--- src/rtl/sai_pkg.sv ---
// shared types, codes and sizes for the sorted array unit
package sai_pkg;

  localparam int CAPACITY = 32;
  localparam int DATA_W   = 32;
  localparam int IDX_W    = $clog2(CAPACITY);
  localparam int CNT_W    = $clog2(CAPACITY + 1);

  typedef enum logic [1:0] {
    CMD_INSERT = 2'd0,
    CMD_DELETE = 2'd1,
    CMD_SEARCH = 2'd2,
    CMD_READ   = 2'd3
  } cmd_t;

  typedef enum logic [1:0] {
    STAT_OK        = 2'd0,
    STAT_FULL      = 2'd1,
    STAT_NOT_FOUND = 2'd2,
    STAT_BAD_INDEX = 2'd3
  } status_t;

  typedef enum logic [3:0] {
    ST_IDLE,
    ST_INS_RD,
    ST_INS_CMP,
    ST_DEL_RD,
    ST_DEL_CHK,
    ST_SR_RD,
    ST_SR_CMP,
    ST_RD_RD,
    ST_RD_DATA,
    ST_FIN
  } state_t;

  typedef struct packed {
    logic                     we;
    logic [IDX_W-1:0]         waddr;
    logic signed [DATA_W-1:0] wdata;
    logic [IDX_W-1:0]         raddr;
  } ram_req_t;

  typedef struct packed {
    logic eq;
    logic lt;
    logic gt;
  } cmp_res_t;

endpackage

--- src/rtl/sai_if.sv ---
// request and result channel interfaces
interface sai_in_if;
  logic                             valid;
  logic                             ready;
  logic [1:0]                       command;
  logic signed [sai_pkg::DATA_W-1:0] key_value;
  logic [sai_pkg::IDX_W-1:0]        read_index;

  modport source (output valid, command, key_value, read_index, input ready);
  modport sink   (input valid, command, key_value, read_index, output ready);
endinterface

interface sai_out_if;
  logic                             valid;
  logic                             ready;
  logic [1:0]                       status;
  logic [sai_pkg::IDX_W-1:0]        found_index;
  logic signed [sai_pkg::DATA_W-1:0] entry_value;
  logic [sai_pkg::CNT_W-1:0]        count_after;

  modport source (output valid, status, found_index, entry_value, count_after,
                  input ready);
  modport sink   (input valid, status, found_index, entry_value, count_after,
                  output ready);
endinterface

--- src/rtl/sai_cmp.sv ---
// shared signed comparator used by the insert, delete and search steps
module sai_cmp (
  input  logic signed [sai_pkg::DATA_W-1:0] a,
  input  logic signed [sai_pkg::DATA_W-1:0] b,
  output sai_pkg::cmp_res_t                 res
);

  always_comb begin
    res.eq = (a == b);
    res.lt = (a < b);
    res.gt = (a > b);
  end

endmodule

--- src/rtl/sai_ram.sv ---
// entry store: one write port, one registered read port
module sai_ram (
  input  logic                              clk,
  input  sai_pkg::ram_req_t                 req,
  output logic signed [sai_pkg::DATA_W-1:0] rd_data
);

  logic signed [sai_pkg::DATA_W-1:0] mem [sai_pkg::CAPACITY];
  logic signed [sai_pkg::DATA_W-1:0] rd_data_r;

  always_ff @(posedge clk) begin
    if (req.we) begin
      mem[req.waddr] <= req.wdata;
    end
    rd_data_r <= mem[req.raddr];
  end

  assign rd_data = rd_data_r;

endmodule

--- src/rtl/sai_seq.sv ---
// command sequencer: walks the store one entry per step
module sai_seq (
  input  logic                              clk,
  input  logic                              rst_n,
  sai_in_if.sink                            in_chan,
  sai_out_if.source                         out_chan,
  output sai_pkg::ram_req_t                 ram_req,
  input  logic signed [sai_pkg::DATA_W-1:0] rd_data,
  output logic signed [sai_pkg::DATA_W-1:0] key,
  input  sai_pkg::cmp_res_t                 cmp_res
);

  localparam int IW = sai_pkg::IDX_W;
  localparam int CW = sai_pkg::CNT_W;
  localparam int DW = sai_pkg::DATA_W;
  localparam logic [CW-1:0] CAP = CW'(sai_pkg::CAPACITY);

  sai_pkg::state_t state_r, state_nxt;
  sai_pkg::cmd_t   cmd_r, cmd_nxt;
  logic signed [DW-1:0] key_r, key_nxt;
  logic [IW-1:0]   ridx_r, ridx_nxt;
  logic [CW-1:0]   cnt_r, cnt_nxt;
  // a: insert position / delete read index / search low bound
  // b: delete write index / search high bound
  logic [CW-1:0]   a_r, a_nxt;
  logic [CW-1:0]   b_r, b_nxt;
  sai_pkg::status_t st_r, st_nxt;
  logic [IW-1:0]   idx_r, idx_nxt;
  logic signed [DW-1:0] val_r, val_nxt;

  logic            out_valid_r, out_valid_nxt;
  logic [1:0]      out_status_r, out_status_nxt;
  logic [IW-1:0]   out_idx_r, out_idx_nxt;
  logic signed [DW-1:0] out_val_r, out_val_nxt;
  logic [CW-1:0]   out_cnt_r, out_cnt_nxt;

  logic [CW:0]     mid_sum;
  logic [CW-1:0]   mid;

  // floor midpoint of the window [a, b)
  assign mid_sum = {1'b0, a_r} + {1'b0, b_r} - {{CW{1'b0}}, 1'b1};
  assign mid     = mid_sum[CW:1];

  always_comb begin
    state_nxt      = state_r;
    cmd_nxt        = cmd_r;
    key_nxt        = key_r;
    ridx_nxt       = ridx_r;
    cnt_nxt        = cnt_r;
    a_nxt          = a_r;
    b_nxt          = b_r;
    st_nxt         = st_r;
    idx_nxt        = idx_r;
    val_nxt        = val_r;
    out_valid_nxt  = out_valid_r;
    out_status_nxt = out_status_r;
    out_idx_nxt    = out_idx_r;
    out_val_nxt    = out_val_r;
    out_cnt_nxt    = out_cnt_r;
    ram_req.we     = 1'b0;
    ram_req.waddr  = a_r[IW-1:0];
    ram_req.wdata  = key_r;
    ram_req.raddr  = a_r[IW-1:0];
    in_chan.ready  = (state_r == sai_pkg::ST_IDLE);

    if (out_valid_r && out_chan.ready) begin
      out_valid_nxt = 1'b0;
    end

    case (state_r)
      sai_pkg::ST_IDLE: begin
        if (in_chan.valid) begin
          cmd_nxt  = sai_pkg::cmd_t'(in_chan.command);
          key_nxt  = in_chan.key_value;
          ridx_nxt = in_chan.read_index;
          st_nxt   = sai_pkg::STAT_OK;
          idx_nxt  = '0;
          val_nxt  = '0;
          case (sai_pkg::cmd_t'(in_chan.command))
            sai_pkg::CMD_INSERT: begin
              a_nxt = cnt_r;
              if (cnt_r >= CAP) begin
                st_nxt    = sai_pkg::STAT_FULL;
                state_nxt = sai_pkg::ST_FIN;
              end else begin
                state_nxt = sai_pkg::ST_INS_RD;
              end
            end
            sai_pkg::CMD_DELETE: begin
              a_nxt     = '0;
              b_nxt     = '0;
              state_nxt = sai_pkg::ST_DEL_RD;
            end
            sai_pkg::CMD_SEARCH: begin
              a_nxt     = '0;
              b_nxt     = cnt_r;
              state_nxt = sai_pkg::ST_SR_RD;
            end
            sai_pkg::CMD_READ: begin
              state_nxt = sai_pkg::ST_RD_RD;
            end
            default: begin
              state_nxt = sai_pkg::ST_FIN;
            end
          endcase
        end
      end

      sai_pkg::ST_INS_RD: begin
        if (a_r == '0) begin
          ram_req.we = 1'b1;
          idx_nxt    = '0;
          cnt_nxt    = cnt_r + 1'b1;
          state_nxt  = sai_pkg::ST_FIN;
        end else begin
          ram_req.raddr = IW'(a_r - 1'b1);
          state_nxt     = sai_pkg::ST_INS_CMP;
        end
      end

      sai_pkg::ST_INS_CMP: begin
        ram_req.we = 1'b1;
        if (cmp_res.gt) begin
          // larger entry moves up one place
          ram_req.wdata = rd_data;
          a_nxt         = a_r - 1'b1;
          state_nxt     = sai_pkg::ST_INS_RD;
        end else begin
          idx_nxt   = a_r[IW-1:0];
          cnt_nxt   = cnt_r + 1'b1;
          state_nxt = sai_pkg::ST_FIN;
        end
      end

      sai_pkg::ST_DEL_RD: begin
        if (a_r == cnt_r) begin
          st_nxt    = (b_r < cnt_r) ? sai_pkg::STAT_OK : sai_pkg::STAT_NOT_FOUND;
          cnt_nxt   = b_r;
          state_nxt = sai_pkg::ST_FIN;
        end else begin
          state_nxt = sai_pkg::ST_DEL_CHK;
        end
      end

      sai_pkg::ST_DEL_CHK: begin
        if (!cmp_res.eq) begin
          ram_req.we    = 1'b1;
          ram_req.waddr = b_r[IW-1:0];
          ram_req.wdata = rd_data;
          b_nxt         = b_r + 1'b1;
        end
        a_nxt     = a_r + 1'b1;
        state_nxt = sai_pkg::ST_DEL_RD;
      end

      sai_pkg::ST_SR_RD: begin
        ram_req.raddr = mid[IW-1:0];
        if (a_r < b_r) begin
          state_nxt = sai_pkg::ST_SR_CMP;
        end else begin
          st_nxt    = sai_pkg::STAT_NOT_FOUND;
          state_nxt = sai_pkg::ST_FIN;
        end
      end

      sai_pkg::ST_SR_CMP: begin
        if (cmp_res.eq) begin
          idx_nxt   = mid[IW-1:0];
          state_nxt = sai_pkg::ST_FIN;
        end else begin
          if (cmp_res.lt) begin
            a_nxt = mid + 1'b1;
          end else begin
            b_nxt = mid;
          end
          state_nxt = sai_pkg::ST_SR_RD;
        end
      end

      sai_pkg::ST_RD_RD: begin
        ram_req.raddr = ridx_r;
        idx_nxt       = ridx_r;
        if ({1'b0, ridx_r} < cnt_r) begin
          state_nxt = sai_pkg::ST_RD_DATA;
        end else begin
          st_nxt    = sai_pkg::STAT_BAD_INDEX;
          state_nxt = sai_pkg::ST_FIN;
        end
      end

      sai_pkg::ST_RD_DATA: begin
        val_nxt   = rd_data;
        state_nxt = sai_pkg::ST_FIN;
      end

      sai_pkg::ST_FIN: begin
        // hand over once the output register is free
        if (!out_valid_r || out_chan.ready) begin
          out_valid_nxt  = 1'b1;
          out_status_nxt = st_r;
          out_idx_nxt    = idx_r;
          out_val_nxt    = val_r;
          out_cnt_nxt    = cnt_r;
          state_nxt      = sai_pkg::ST_IDLE;
        end
      end

      default: begin
        state_nxt = sai_pkg::ST_IDLE;
      end
    endcase
  end

  always_ff @(posedge clk) begin
    if (!rst_n) begin
      state_r     <= sai_pkg::ST_IDLE;
      cnt_r       <= '0;
      out_valid_r <= 1'b0;
    end else begin
      state_r     <= state_nxt;
      cnt_r       <= cnt_nxt;
      out_valid_r <= out_valid_nxt;
    end
  end

  always_ff @(posedge clk) begin
    cmd_r        <= cmd_nxt;
    key_r        <= key_nxt;
    ridx_r       <= ridx_nxt;
    a_r          <= a_nxt;
    b_r          <= b_nxt;
    st_r         <= st_nxt;
    idx_r        <= idx_nxt;
    val_r        <= val_nxt;
    out_status_r <= out_status_nxt;
    out_idx_r    <= out_idx_nxt;
    out_val_r    <= out_val_nxt;
    out_cnt_r    <= out_cnt_nxt;
  end

  assign key                  = key_r;
  assign out_chan.valid       = out_valid_r;
  assign out_chan.status      = out_status_r;
  assign out_chan.found_index = out_idx_r;
  assign out_chan.entry_value = out_val_r;
  assign out_chan.count_after = out_cnt_r;

endmodule

--- src/rtl/sorted_array_insert_delete_search_unit.sv ---
// top level of the sorted array unit with insert, delete, search and read
//
//  channel    dir  handshake     payload
//  in_chan    in   valid/ready   command, key_value, read_index
//  out_chan   out  valid/ready   status, found_index, entry_value, count_after
//
// each command steps through the store entry by entry, a read step then a compare
// step per entry visited, set by the single registered read port shared with
// the comparator: insert visits the k entries it moves and at most one more,
// delete all n, search halves its window; bad reads and full inserts skip the store
// rst_n is synchronous active low; it clears the count, the store is not cleared
// a new request is taken once the previous result sits in the output register;
// a stalled result holds the sequencer in its final state until it is taken
module sorted_array_insert_delete_search_unit (
  input  logic      clk,
  input  logic      rst_n,
  sai_in_if.sink    in_chan,
  sai_out_if.source out_chan
);

  sai_pkg::ram_req_t                 ram_req;
  sai_pkg::cmp_res_t                 cmp_res;
  logic signed [sai_pkg::DATA_W-1:0] rd_data;
  logic signed [sai_pkg::DATA_W-1:0] key;

  sai_seq u_seq (
    .clk      (clk),
    .rst_n    (rst_n),
    .in_chan  (in_chan),
    .out_chan (out_chan),
    .ram_req  (ram_req),
    .rd_data  (rd_data),
    .key      (key),
    .cmp_res  (cmp_res)
  );

  sai_ram u_ram (
    .clk     (clk),
    .req     (ram_req),
    .rd_data (rd_data)
  );

  sai_cmp u_cmp (
    .a   (rd_data),
    .b   (key),
    .res (cmp_res)
  );

`ifndef SYNTHESIS
  localparam logic [sai_pkg::CNT_W-1:0] CAP_CNT = sai_pkg::CNT_W'(sai_pkg::CAPACITY);

  // a taken request keeps the unit busy for at least the next cycle
  a_busy_after_req: assert property (@(posedge clk) disable iff (!rst_n)
    in_chan.valid && in_chan.ready |=> !in_chan.ready)
    else $error("unit ready again right after a request");

  // the store is only written while a request is in progress
  a_write_when_busy: assert property (@(posedge clk) disable iff (!rst_n)
    ram_req.we |-> !in_chan.ready)
    else $error("store written while idle");

  // full is reported only with the array at capacity
  a_full_count: assert property (@(posedge clk) disable iff (!rst_n)
    out_chan.valid && out_chan.status == sai_pkg::STAT_FULL |->
      out_chan.count_after == CAP_CNT && out_chan.found_index == '0)
    else $error("full reported below capacity");

  // count never exceeds capacity
  a_count_bound: assert property (@(posedge clk) disable iff (!rst_n)
    out_chan.valid |-> out_chan.count_after <= CAP_CNT)
    else $error("count beyond capacity");
`endif

endmodule
--- src/flat_wrapper.sv ---
// flat-port wrapper written by rule: the top's interface ports become plain ports
module sorted_array_insert_delete_search_unit_flat 
  (clk, rst_n, in_chan_valid, in_chan_command, in_chan_key_value, in_chan_read_index, in_chan_ready, out_chan_valid, out_chan_status, out_chan_found_index, out_chan_entry_value, out_chan_count_after, out_chan_ready);
  sai_in_if in_chan_i ();
  sai_out_if out_chan_i ();
  input  logic clk;
  input  logic rst_n;
  input wire logic [$bits(in_chan_i.valid)-1:0] in_chan_valid;
  input wire logic [$bits(in_chan_i.command)-1:0] in_chan_command;
  input wire logic [$bits(in_chan_i.key_value)-1:0] in_chan_key_value;
  input wire logic [$bits(in_chan_i.read_index)-1:0] in_chan_read_index;
  output wire logic [$bits(in_chan_i.ready)-1:0] in_chan_ready;
  output wire logic [$bits(out_chan_i.valid)-1:0] out_chan_valid;
  output wire logic [$bits(out_chan_i.status)-1:0] out_chan_status;
  output wire logic [$bits(out_chan_i.found_index)-1:0] out_chan_found_index;
  output wire logic [$bits(out_chan_i.entry_value)-1:0] out_chan_entry_value;
  output wire logic [$bits(out_chan_i.count_after)-1:0] out_chan_count_after;
  input wire logic [$bits(out_chan_i.ready)-1:0] out_chan_ready;
  assign in_chan_i.valid = in_chan_valid;
  assign in_chan_i.command = in_chan_command;
  assign in_chan_i.key_value = in_chan_key_value;
  assign in_chan_i.read_index = in_chan_read_index;
  assign in_chan_ready = in_chan_i.ready;
  assign out_chan_valid = out_chan_i.valid;
  assign out_chan_status = out_chan_i.status;
  assign out_chan_found_index = out_chan_i.found_index;
  assign out_chan_entry_value = out_chan_i.entry_value;
  assign out_chan_count_after = out_chan_i.count_after;
  assign out_chan_i.ready = out_chan_ready;
  sorted_array_insert_delete_search_unit u_core (.clk(clk), .rst_n(rst_n), .in_chan(in_chan_i), .out_chan(out_chan_i));
endmodule
--- config.mk ---
export PLATFORM = sky130hd
export DESIGN_NAME = sorted_array_insert_delete_search_unit_flat
export DESIGN_NICKNAME = d
export VERILOG_FILES = /design/src/rtl/sai_pkg.sv /design/src/rtl/sai_if.sv /design/src/rtl/sai_cmp.sv /design/src/rtl/sai_ram.sv /design/src/rtl/sai_seq.sv /design/src/rtl/sorted_array_insert_delete_search_unit.sv /design/src/flat_wrapper.sv
export SDC_FILE = /design/constraint.sdc
export NUM_CORES = 1
export LEC_CHECK = 0
export BUFFER_PORTS_ARGS = -buffer_cell sky130_fd_sc_hd__buf_2
export CAP_MARGIN = 30
export CORE_ASPECT_RATIO = 0.6
export CORE_UTILIZATION = 41
export DETAILED_ROUTE_END_ITERATION = 6
export GPL_TIMING_DRIVEN = 0
export HOLD_SLACK_MARGIN = 0.02
export SYNTH_ARGS = -nofsm -noshare
export SYNTH_HDL_FRONTEND = slang
export SYNTH_SLANG_ARGS = --single-unit
--- constraint.sdc ---
create_clock -name clk -period 12.4 [get_ports clk]
set_input_delay 0.62 -clock clk [delete_from_list [all_inputs] [get_ports clk]]
set_output_delay 0.62 -clock clk [all_outputs]
set_load 0.02 [all_outputs]
==> impl_metrics.ini, run 1 <==
[sta]
rsz0062_at_grt = no
slew_viol_final = 0
period_minus_slack_ns = 6.16
finalHoldViolations = 0
relSlewSlack_pct = 10.9
fin_worst_skew_ns = 0.0257
fmax_ghz = 0.162
worst_pin_slew_ns = 1.34
setup_viol = 0
post-route-period-util_pct = 49.6
whs_ns = 0.0796
tns_ns = 0

[global_route]
first_global_vias = 27852
grt_pass1_wl_mm = 199
grt_overflow_total = 0
grt_util_met3_pct = 9.67
grt_use_met2_pct = 28.4
track_usage_pct = 23.2
antenna_found_initial = 7
met1_usage_pct = 36.9
grt_max_degree = 34
grt-busiest-layer = met1

[worst_setup_path]
criticalPathCategory = reg -> reg
crit_slowest_cell = a221oi_2
critPathArrivalTime_ns = 6.64
critPathMaxFanout = 11
start_kind = flop
crit_path_end_kind = flop
crit_top_cell = clkbuf_1
worstPathCellList = clkbuf_1, inv_1, ha_1, nor4b_2, a21oi_1, mux2i_1, a221oi_2, buf_4, nor2b_1, buf_2, clkbuf_1, a32oi_1, a31oi_1, a211oi_1
max_stage_delay_ns = 0.81
crit_required_ns = 12.89

[logic_synthesis]
ys_ff_latch = 1200
ys_warn_count = 0
synthesis.area_um2 = 48700
ys_types = 75
synth_nets = 3520
async_flop_share_pct = 0
avgSynthCellArea_um2 = 14.3
synthFlopType = edfxtp_1
ys_seq_area_share_pct = 73.1
postSynthCellCount = 3411
synth_edf_count = 1157

[clock_network]
postCtsResizedCells = 0
clockRootBuffer = clkbuf_16
cts_buffers = 105
htreeDepth = 3
ctsHoldBuffers = 0
clk_pin_slew_worst_paths_ns = 0.07
clock_latency_ns = 0.72
cts_tree = yes
clock_path_buffers = 3
cts.sinks = 1200
post_cts_buffers = 0

[place]
dp_hpwl_mm = 98.5
portBuffers = 89
gp_congestion = 0.939

[final_layout]
regArea_um2 = 35600
fill_cells = 10103
nets = 3780
final_layout_size_suffix_gt1_share_pct = 14.0
area_growth_pct = 14.9
multi_input_area_um2 = 12000

[flow_run]
maxCapViolations = 0

[detailed_routing]
wl_per_cell_um = 26.1
drc = 0
vias = 30404
antenna_left = 0
drt_first_pass_iters = 6
first_iter_violations = 4329
viasPerCell = 5.69
wirelength_mm = 139

[die]
io_pins = 90
start_util_pct = 41.5
dieArea_um2 = 120000
die_x_um = 447
die_h_um = 269
core_um2 = 117000
row_count = 97

[outcome]
outcome = completed

[min_path]
hold_path.class = in -> reg
synthesized netlist by cell type (5+ instances only):
master    count  area, um2
xor2_1       10       87.6
nor3b_1       5       37.5
a31oi_1      46        288
buf_1         9       33.8
mux2i_1     201       2010
clkbuf_1     84        315
mux2_1        5       56.3
nand2_1     713       2680
nand4_1      42        263
nor3_1       15       75.1
xnor2_1      11       96.3
o21ai_0      66        330
a211oi_2     23        288
nor2b_1       6       37.5
inv_1        71        267
nor4_1       39        244
a21oi_1     171        856
buf_6        19        214
a32oi_1      96        841
buf_8         6       90.1
nand2b_1     14       87.6
nor2_1       64        240
a22oi_1       8       60.1
and3_1       35        219
dfxtp_1      43        861
ha_1         65        813
o211ai_1      5       37.5
nand3_1     145        726
a221oi_1     33        289
buf_4        20        150
edfxtp_1   1157      34700
a21o_1       15        113
a211oi_1     16        120
buf_2        67        335
mux2_2       28        315
critical path, delay by kind of cell (launching register included):
kind	cells	cell delay (ns)
AO/OA/AOI/OAI	5	2.25
buffers and inverters	5	2.08
AND/OR/NAND/NOR	2	0.70
flip-flops	1	0.36
adder cells (fa/ha/maj)	1	0.34
multiplexers	1	0.16
metal layers:
metal | share of wire [%] | wire, um
met5 | 0 | 0
met2 | 37 | 51500
met3 | 15 | 21000
met1 | 46 | 64600
met4 | 1.7 | 2320
layout by cell type (no fill, tap or decap), drive strengths merged, types with 4 or more instances in the layout:
master / n
nor3b: 5
a21boi: 4
a22oi: 8
a221oi: 35
a21o: 15
nand3: 145
nor4: 39
a31oi: 46
nand2b: 14
clkinvlp: 6
mux2: 33
nand4: 42
a21oi: 172
o211ai: 5
a211oi: 39
o21ai: 70
ha: 65
dfxtp: 43
nor3: 16
clkbuf: 213
inv: 73
nand2: 713
mux2i: 201
nor2: 66
bufinv: 11
nor2b: 6
and3: 35
a32oi: 96
xnor2: 11
o22ai: 4
buf: 274
xor2: 10
edfxtp: 1157
clkinv: 49
or2: 4
final timing paths:
path                           from                                     to  slack (ns)  depth (start not counted)
max             u_core.u_seq.a_r[0]               u_core.u_ram.rd_data[23]        6.24                         14
min           in_chan_read_index[0]                 u_core.u_seq.ridx_r[0]        0.08                          1
max reg2reg     u_core.u_seq.a_r[0]               u_core.u_ram.rd_data[23]        6.24                         14
min reg2reg  u_core.u_seq.val_r[15]  u_core.u_seq.out_chan.entry_value[15]        0.42                          0
flip-flops by register name (all words and copies together) (netlist names):
| signal | cells |
|---|---|
| u_core.u_seq.a_r | 6 |
| u_core.u_seq.st_r | 2 |
| u_core.u_seq.out_chan.found_index | 5 |
| u_core.u_ram.mem | 1024 |
| u_core.u_seq.out_chan.entry_value | 32 |
| u_core.u_seq.idx_r | 5 |
| u_core.u_seq.cnt_r | 6 |
| u_core.u_seq.key | 32 |
| u_core.u_seq.val_r | 32 |
| u_core.u_seq.out_chan.status | 2 |
| u_core.u_seq.ridx_r | 5 |
| u_core.u_seq.out_chan.valid | 1 |
| u_core.u_seq.out_chan.count_after | 6 |
| u_core.u_ram.rd_data | 32 |
| u_core.u_seq.b_r | 6 |
| u_core.u_seq.state_r | 4 |
per-stage QoR:
stage / setup slack (ns) / std cells / utilization [%] / instance area, um2
finish: 6.24 / 5346 / 47.7 / 56000
detailed placement: 6.53 / 5137 / 44.7 / 52500
global placement: 5.22 / 5084 / 43.6 / 51100
floorplan: 7.47 / 3411 / - / 48700
global route: 6.05 / 5343 / 47.7 / 56000
CTS: 6.51 / 5332 / 47.7 / 55900
logic make-up after synthesis:
group,share of synthesized area [%]
AO/OA/AOI/OAI,7.21
XOR/XNOR,0.378
adder cells (fa/ha/maj),1.71
buffers and inverters,2.91
flip-flops,73.1
multiplexers,4.89
AND/OR/NAND/NOR,9.80
layout make-up:
| class | instances | share of cell area [%] |
|---|---|---|
| Buffer | 207 | 2.06 |
| Antenna cell | 3 | 0.0134 |
| Clock buffer | 127 | 4.97 |
| Sequential cell | 1200 | 63.6 |
| Clock inverter | 68 | 1.13 |
| Tap cell | 1584 | 3.54 |
| Multi-Input combinational cell | 1933 | 21.4 |
| Inverter | 71 | 0.476 |
| Timing Repair Buffer | 153 | 2.80 |
Power of run 1 is not shown: default switching activity piles up to over one toggle a cycle in this logic, so the estimate is an artifact.
==> run 2, diff against run 1 <==
==> constraint.sdc (replaced) <==
create_clock -name clk -period 5.02 [get_ports clk]
set_input_delay 0.251 -clock clk [delete_from_list [all_inputs] [get_ports clk]]
set_output_delay 0.251 -clock clk [all_outputs]
set_load 0.02 [all_outputs]
==> run 2 against run 1 <==
The run now ends with negative setup slack left. Register-to-register slack got worse by 6.3 ns. Final cell count increased by 0.71%. Core utilization increased by 0.89 points. Die area unchanged. Critical path depth decreased by 3. Non-clock buffer count increased by 34. First-iteration DRC count decreased by 1.6%. Largest cell class unchanged.
==> impl_metrics.ini, run 2 (synthesized netlist as in run 1, its figures left out) <==
[sta]
rsz0062_at_grt = yes
post-route-period-util_pct = 100
tns_ns = -0.00731
slew_viol_final = 0
finalHoldViolations = 0
fmax_ghz = 0.199
worst_pin_slew_ns = 1.30
fin_ws_ns = -0.00731
whs_ns = 0.142
fin_worst_skew_ns = 0.0271
period_minus_slack_ns = 5.03
setup_viol = 1
relSlewSlack_pct = 13.1

[flow_run]
maxCapViolations = 0

[detailed_routing]
wl_met1_mm = 64.6
wl_per_cell_um = 26.1
wl_met2_mm = 52.2
drt_first_pass_iters = 6
drc = 0
wirelength_mm = 141
vias = 30413
highest_layer = met4
antenna_left = 0
first_iter_violations = 4258
wl_met3_mm = 21.4
viasPerCell = 5.65

[final_layout]
final_cell_mix = edfxtp_1 (1157), nand2_1 (713), mux2i_1 (201), a21oi_1 (171), buf_2 (153)
area_growth_pct = 17.0
final_layout_size_suffix_gt1_share_pct = 15.6
fill_cells = 10017
top_register = u_core.u_ram.mem
regArea_um2 = 35600
largest_reg_flops = 1024
fin_util_pct = 48.6
nets = 3814
multi_input_area_um2 = 12600
final_common_cell = edfxtp_1

[worst_setup_path]
critPathMaxFanout = 10
crit_required_ns = 5.56
r2r-end = u_core.u_ram.rd_data[1]
worstPathCellList = buf_1, inv_1, ha_1, inv_1, ha_1, xnor2_1, a221oi_2, nor2_1, clkbuf_1, a221oi_1, a211oi_2
start_kind = flop
crit_slowest_cell = a211oi_2
worst-r2r-cell-count = 11
criticalPathCategory = reg -> reg
crit_path_end_kind = flop
critPathBufInv = 4
reg2reg_from = u_core.u_seq.a_r[4]
max_stage_delay_ns = 0.66
critPathArrivalTime_ns = 5.57
r2r_setup_slack_ns = -0.007
critPathTopFamily = buffers and inverters

[clock_network]
clock_path_buffers = 3
clk_pin_slew_worst_paths_ns = 0.07
clockRootBuffer = clkbuf_16
clock_latency_ns = 0.72
cts_tree = yes
cts_buffers = 105
htreeDepth = 3
cts.sinks = 1200

[die]
dieArea_um2 = 120000
core_um2 = 117000
die_x_um = 447
row_count = 97
die_h_um = 269
start_util_pct = 41.5
io_pins = 90

[global_route]
track_usage_pct = 23.3
antenna_found_initial = 11
grt_overflow_total = 0
first_global_vias = 28062
grt_pass1_wl_mm = 200
grt_max_degree = 34

[min_path]
hold_path.class = in -> reg
hp-start = in_chan_command[1]
min_to = u_core.u_seq.state_r[2]
hold_path_depth = 4

[place]
gp_congestion = 0.939
dp_hpwl_mm = 98.5
pre_cts_ws_ns = -0.851
portBuffers = 89

[outcome]
violations = negative setup slack
outcome = finished with violations
==> run 2: layer usage <==
layer	GRT usage [%]	vias to the layer above
met5	0	-
met4	4.66	0
met3	9.43	173
met2	28.7	1709
met1	37.2	15085
li1	-	13446
==> run 2: repair_timing <==
action / CTS / global route
resized for setup: 52 / 83
buffers inserted: 0 / 6
pin swaps: 2 / 13
hold buffers: 40 / 0
hold endpoints to repair: 54 / 0
setup endpoints to repair: 32 / 904
==> run 2: stage by stage <==
stage | area (um2) | instances
floorplan | 48700 | 3411
global placement | 51100 | 5084
detailed placement | 52500 | 5137
CTS | 56600 | 5372
global route | 57000 | 5379
finish | 57000 | 5384
==> run 2: cell type report <==
| type | instances | area share (%) |
|---|---|---|
| repair buffers | 188 | 3.45 |
| flip-flops and latches | 1200 | 62.5 |
| diodes | 7 | 0.0307 |
| multi-input cells | 1933 | 22.0 |
| well taps | 1584 | 3.48 |
| clock buffers | 127 | 4.88 |
| clock inverters | 68 | 1.11 |
| plain buffers | 206 | 2.10 |
| inverters | 71 | 0.467 |
==> run 2: worst min-delay path: stages <==
cell     delay [ns]
buf_2          0.11
ha_1           0.16
o21ai_0        0.12
a31oi_1        0.17
==> run 2: worst max-delay path by stage <==
stage | from | endpoint | slack [ns] | depth (start not counted)
finish | u_core.u_seq.a_r[4] | u_core.u_ram.rd_data[1] | -0.007 | 11
global route | u_core.u_seq.a_r[1] | u_core.u_ram.rd_data[24] | -0.05 | 16
CTS | u_core.u_seq.b_r[1] | u_core.u_ram.rd_data[23] | 0.002 | 15
detailed placement | u_core.u_seq.b_r[1] | u_core.u_ram.rd_data[23] | -0.85 | 14
global placement | u_core.u_seq.state_r[3] | u_core.u_seq.out_chan.entry_value[6] | -2.16 | 5
floorplan | u_core.u_seq.state_r[3] | u_core.u_seq.out_chan.count_after[0] | 0.09 | 5
Power of run 2 is left out for the same reason.
